$ cat src/design/sds_pkg.sv
// sds_pkg: types, constants and helpers for the sph density summation block
// no dependencies
package sds_pkg;

  localparam int unsigned CoordW   = 32;
  localparam int unsigned DensityW = 40;
  localparam int unsigned QFrac    = 24;
  localparam int unsigned QueueDepthDefault = 4;
  localparam int unsigned SqrtStepsPerCycle = 4;

  localparam logic [31:0] InvHReset = 32'd6553600;
  localparam logic [31:0] MassReset = 32'd65536;

  localparam logic [0:0] RegInvH = 1'b0;
  localparam logic [0:0] RegMass = 1'b1;

  typedef struct packed {
    logic signed [CoordW-1:0] own_x;
    logic signed [CoordW-1:0] own_y;
    logic signed [CoordW-1:0] neighbour_x;
    logic signed [CoordW-1:0] neighbour_y;
    logic                     last_neighbour;
  } in_item_t;

  typedef struct packed {
    logic [DensityW-1:0] density;
    logic                saturated;
  } out_item_t;

  // one queued job: absolute coordinate differences and the end flag
  typedef struct packed {
    logic [32:0] ax;
    logic [32:0] ay;
    logic        last;
  } job_t;

endpackage

$ cat src/design/sds_front.sv
// sds_front: accepts input beats, forms absolute differences, queues jobs
// depends on sds_pkg
module sds_front #(
  parameter int unsigned Depth = 4
) (
  input  logic             clk_i,
  input  logic             rst_ni,
  input  logic             in_valid_i,
  output logic             in_stall_o,
  input  sds_pkg::in_item_t in_data_i,
  output logic             job_valid_o,
  input  logic             job_pop_i,
  output sds_pkg::job_t    job_o
);
  import sds_pkg::*;

  localparam int unsigned PtrW = (Depth > 1) ? $clog2(Depth) : 1;

  job_t            mem_q [Depth];
  logic [PtrW-1:0] wr_q, rd_q;
  logic [PtrW:0]   cnt_q;
  logic            push;
  job_t            job_new;
  logic signed [32:0] dx, dy;

  assign dx = 33'(in_data_i.neighbour_x) - 33'(in_data_i.own_x);
  assign dy = 33'(in_data_i.neighbour_y) - 33'(in_data_i.own_y);

  always_comb begin
    job_new.ax   = dx[32] ? 33'(-dx) : 33'(dx);
    job_new.ay   = dy[32] ? 33'(-dy) : 33'(dy);
    job_new.last = in_data_i.last_neighbour;
  end

  assign in_stall_o  = (cnt_q == (PtrW+1)'(Depth));
  assign push        = in_valid_i && !in_stall_o;
  assign job_valid_o = (cnt_q != '0);
  assign job_o       = mem_q[rd_q];

  always_ff @(posedge clk_i) begin
    if (push) begin
      mem_q[wr_q] <= job_new;
    end
  end

  always_ff @(posedge clk_i or negedge rst_ni) begin
    if (!rst_ni) begin
      wr_q  <= '0;
      rd_q  <= '0;
      cnt_q <= '0;
    end else begin
      if (push) begin
        wr_q <= (wr_q == PtrW'(Depth-1)) ? '0 : wr_q + 1'b1;
      end
      if (job_pop_i) begin
        rd_q <= (rd_q == PtrW'(Depth-1)) ? '0 : rd_q + 1'b1;
      end
      cnt_q <= cnt_q + (PtrW+1)'(push) - (PtrW+1)'(job_pop_i);
    end
  end

  assert property (@(posedge clk_i) disable iff (!rst_ni)
    job_pop_i |-> job_valid_o) else $error("pop from empty queue");
  assert property (@(posedge clk_i) disable iff (!rst_ni)
    cnt_q <= (PtrW+1)'(Depth)) else $error("queue count overrun");
  assert property (@(posedge clk_i) disable iff (!rst_ni)
    (push && !job_pop_i) |=> cnt_q == $past(cnt_q) + 1'b1) else $error("push lost");

endmodule

$ cat config.mk
export PLATFORM = sky130hd
export DESIGN_NAME = sds_front
export DESIGN_NICKNAME = d
export VERILOG_FILES = /design/src/design/sds_pkg.sv /design/src/design/sds_front.sv
export SDC_FILE = /design/constraint.sdc
export NUM_CORES = 1
export LEC_CHECK = 0
export BUFFER_PORTS_ARGS = -buffer_cell sky130_fd_sc_hd__buf_2
export CORE_UTILIZATION = 60
export CTS_BUF_LIST = sky130_fd_sc_hd__clkbuf_4 sky130_fd_sc_hd__clkbuf_8
export CTS_CLUSTER_DIAMETER = 40
export DETAILED_ROUTE_END_ITERATION = 8
export PLACE_DENSITY_LB_ADDON = 0.08
export SLEW_MARGIN = 10
export SYNTH_ARGS = -nofsm -noshare
export SYNTH_HDL_FRONTEND = slang
export SYNTH_SLANG_ARGS = --single-unit
$ cat constraint.sdc
create_clock -name clk_i -period 5.9 [get_ports clk_i]
set_clock_uncertainty 0.2 [all_clocks]
set_input_delay 0.59 -clock clk_i [delete_from_list [all_inputs] [get_ports clk_i]]
set_output_delay 0.59 -clock clk_i [all_outputs]
set_load 0.05 [all_outputs]
==> After elaboration in Yosys (flattened, before gate mapping) <==
Memory sizes are Yosys's and may differ from the RTL's.
Index checks and enable logic that the tools add are counted.
{ "totals": {"mem_count": 1, "register_bits": 7, "word_cells": 24, "rom_bits": 0, "out_inout_bits": 69, "latchBits": 0, "ramBits": 268, "in_bits": 133} }
{ "classes": {"bitwise_logic": 0, "magnitude_cmp": 0, "eq_ne": 3, "muxes": 6, "n_shift": 0, "reduce_logical": 3, "div_mod_pow": 0, "n_addsub": 8, "multipliers": 0} }
{ "mem_list": {"columns": ["memory", "words", "word_bits", "rd", "rd_ports_with_merged_regs", "wr", "line_no", "rtl"], "rows": [
  ["mem_q", 4, 67, 1, 0, 1, "sds_front.sv:19", "job_t mem_q [Depth];"]
]} }
{ "op_table": {"columns": ["operator", "count"], "rows": [
  ["2-to-1 mux 33 bit", 2],
  ["negator 33 bit", 2],
  ["subtractor 32 x 32 -> 33 bit", 2],
  ["adder 2 x 1 -> 2 bit (second input constant)", 2],
  ["equality test 2 bit (second input constant)", 2],
  ["2-to-1 mux 2 bit", 2],
  ["adder 3 x 1 -> 3 bit", 1],
  ["equality test 3 bit (second input constant)", 1],
  ["nonzero test 3 bit", 1],
  ["subtractor 3 x 1 -> 3 bit", 1],
  ["2-to-1 mux 1 bit", 2],
  ["logical AND 1 bit", 1],
  ["zero test 1 bit", 1]
]} }

==> Depth between registers and ports, before layout <==
{ "depth": {"ltp_word": 5, "depth_mapped": 14, "depth_no_buf": 13} }

==> Least setup slack after synthesis <==
Ideal clock, no wire load.
{ "synth_timing": {"path_type": "input to register", "from": "in in_data_i[1] in the netlist's numbering", "to": "mem mem_q[0][33] in the netlist's numbering, data pin", "required_time_ps": 5533, "arrival_ps": 3674, "path_stages": 13, "slack_ps": 1859, "n_path_buf": 0, "setup_time_ps": 167, "path_cell_list": "inv_1 ha_1 fa_1 nand2b_1 a21oi_1 o211ai_1 a21oi_1 o31ai_2 xnor2_1 or3_1 or4b_1 or4_1 nor2_1"} }
{ "synth_lines": {"columns": ["element", "line_no", "rtl"], "rows": [
  ["from (decl)", "sds_front.sv:10", "input sds_pkg::in_item_t in_data_i,"],
  ["to (decl)", "sds_front.sv:19", null]
]} }

==> impl_metrics.json <==
{
  "grt_pass1_vias": 10400,
  "pwr_density_cell_nw_per_um2": 458,
  "cts-resized-gates": 0,
  "synth_top_family_by_area": "compound AO/OA/AOI/OAI gates",
  "initial_core_util_pct": 61.7,
  "pwr-share-comb_pct": 43.9,
  "via_per_inst": 5.96,
  "antenna_found_initial": 1,
  "period_share_pct": 73.5,
  "clock_path_buffers": 3,
  "clock_latency_ns": 0.53,
  "avgRoutedWirePerCell_um": 18.1,
  "grt_start_max_net_pins": 70,
  "clkTransAtPathRegs_ns": 0.06,
  "ys_async_sr_fraction_pct": 2.55,
  "hold_class": "in -> reg",
  "period_needed_ns": 4.33,
  "p_clk_share_pct": 19.2,
  "synth_seq_cells": 275,
  "routed_wl_mm": 32.8,
  "fillerInstances": 1857,
  "cp-end-kind": "flop",
  "layout-drive-gt1-share_pct": 25.8,
  "yosysWarnings": 0,
  "syn_to_final_growth_pct": 13.6,
  "hold_violations": 0,
  "dieArea_um2": 26800,
  "synthCells": 1251,
  "die-height_um": 164,
  "switching_share_pct": 41.1,
  "synth_nets": 1460,
  "p_seq_share_pct": 36.8,
  "crit_required_ns": 6.01,
  "post_cts_buffers": 0,
  "netlist_area_um2": 15700,
  "cts_tree": "built",
  "synthAdderAreaFrac_pct": 6.21,
  "synthXorXnorAreaFrac_pct": 6.03,
  "avgSynthCellArea_um2": 12.5,
  "fmax_ghz": 0.231,
  "drc": 0,
  "outcome": "finished, final reports clean",
  "dp_hpwl_mm": 23.0,
  "rsz0062_at_grt": "false",
  "portBuffers": 201,
  "p_int_uw": 4810,
  "final_cell_mix": "268 x edfxtp_1, 201 x buf_2, 86 x a21oi_1",
  "synth-compound-area-share_pct": 12.3,
  "grt_use_total_pct": 24.8,
  "fp-row-count": 58,
  "synth_ff_type": "edfxtp_1",
  "drtIter0Drc": 807,
  "dr.pass1.iters": 5,
  "crit_path_start_kind": "input port",
  "htreeDepth": 2,
  "ant_nets": 0,
  "cap_violations": 0,
  "cp.arrival_ns": 4.44,
  "setup_tns_ns": 0,
  "crit_type": "in -> reg",
  "antenna_cells": 0,
  "mostFrequentLayoutCell": "edfxtp_1",
  "net-switching-power_uw": 3350,
  "setup_violations": 0,
  "fin_nets": 1662,
  "overflow": 0,
  "dpl_cell_area_um2": 16900,
  "synth-seq-area-share_pct": 52.4,
  "slew_violations": 0,
  "root_buffer": "clkbuf_8",
  "multiInputGateArea_um2": 6940,
  "grt_pass1_wl_mm": 51.8,
  "register_area_um2": 8230,
  "cp_max_fo": 5,
  "power_leakage_uw": 0.00676,
  "gp_routability_congestion": 0.901,
  "relSlewSlack_pct": 30.6,
  "core_um2": 25400,
  "tightest_slew_ns": 1.04,
  "peakVddDrop_v": 0.000898,
  "synth.distinct_cells": 88,
  "route.vias.total": 10800,
  "muxShareOfSynthArea_pct": 9.97,
  "die_w_um": 164,
  "cts_inserted_buffers": 45,
  "yosys.area_share.simple_pct": 9.69,
  "ios": 202,
  "stdcell_area_um2": 17800,
  "synth_edf_count": 268,
  "cts_sinks": 275
}
-- Yosys cell counts, types with 16 or more instances --
library cell  number  area share, %
ha_1              73            5.8
nand4_1           18           0.72
a21o_1            16           0.77
a21oi_1           86            2.7
nand3_1           28           0.89
o21ai_0           61            1.9
nand2_1           74            1.8
xnor2_1           72            4.0
xor2_1            36            2.0
clkbuf_1          32           0.77
mux4_2            67            9.6
inv_1             83            2.0
edfxtp_1         268             51
nor2_1            63            1.5
o211ai_1          17           0.81
-- what timing repair did --
item,CTS,global route
hold buffers,1,0
setup endpoints to repair,0,0
endpoints found under the hold margin,7,0
-- power by group through the flow --
stage	clock, uW	combinational [uW]	sequential, uW
6_report	1570	3590	3010
4_1_cts	1600	3610	3020
5_1_grt	1690	3820	3060
3_5_place_dp	0	3600	3060
3_3_place_gp	0	3560	3030
2_1_floorplan	0	2860	2920
-- sequential cells by signal, indices dropped and copies added, names as in the netlist --
| name | flops |
|---|---|
| mem_q | 268 |
| wr_q | 2 |
| cnt_q | 3 |
| rd_q | 2 |
-- worst max-delay path, stage by stage --
cell and delay, ns:
buf_2 0.07, inv_1 0.04, ha_1 0.21, fa_1 0.43, nand2b_1 0.22, a21o_1 0.21, a2111oi_0 0.60, or3_1 0.23
xnor2_1 0.19, nand3_1 0.17, or4_4 0.55, nand4b_1 0.28, o21ai_0 0.28, xor2_1 0.35
-- layout make-up --
| type | instances | share of cell area, % |
|---|---|---|
| Tap cell | 330 | 2.32 |
| Multi-Input combinational cell | 841 | 39.0 |
| Inverter | 83 | 1.75 |
| Timing Repair Buffer | 207 | 5.91 |
| Clock inverter | 20 | 0.667 |
| Clock buffer | 61 | 4.22 |
| Sequential cell | 275 | 46.2 |
-- metal layers --
layer  share of wire [%]  global-route usage, %  vias up
met5               0.040                      0        -
met4                 1.8                   7.20        2
met3                 6.4                   4.55       50
met2                  48                   41.1      341
met1                  44                   33.6     5218
li1                    -                      -     5218
-- final timing paths --
path / endpoint / slack, ns / start / cells past startpoint
max: mem_q[3][28]$_DFFE_PP_ / 1.57 / in_data_i[1] / 14
min: mem_q[3][0]$_DFFE_PP_ / 0.08 / in_data_i[0] / 1
max reg2reg: cnt_q[2]$_DFF_PN0_ / 3.26 / cnt_q[2]$_DFF_PN0_ / 10
min reg2reg: cnt_q[2]$_DFF_PN0_ / 0.28 / cnt_q[2]$_DFF_PN0_ / 1
max in group asynchronous: rd_q[0]$_DFFE_PN0P_ / 5.10 / rst_ni / 2
min in group asynchronous: cnt_q[2]$_DFF_PN0_ / 0.22 / rst_ni / 2
-- cell families (layout without fill, tap and decap cells) --
logic type | count (synthesis) | after routing
buffers and inverters | 135 | 371
AO/OA/AOI/OAI | 294 | 294
AND/OR/NAND/NOR | 291 | 291
XOR/XNOR | 108 | 108
adder cells (fa/ha/maj) | 76 | 76
multiplexers | 72 | 72
flip-flops | 275 | 275
-- through the flow --
stage	total power [uW]	std cells	hold slack (ns)	worst slack (ns)	util [%]
global placement	6590	1735	0.232	1.27	66.7
floorplan	5790	1251	0.0944	1.86	-
detailed placement	6650	1735	0.231	1.09	66.7
CTS	8230	1817	0.0455	1.65	70.2
global route	8570	1817	0.0541	1.31	70.2
finish	8160	1817	0.0775	1.57	70.2
(Power assumes the default switching activity.)
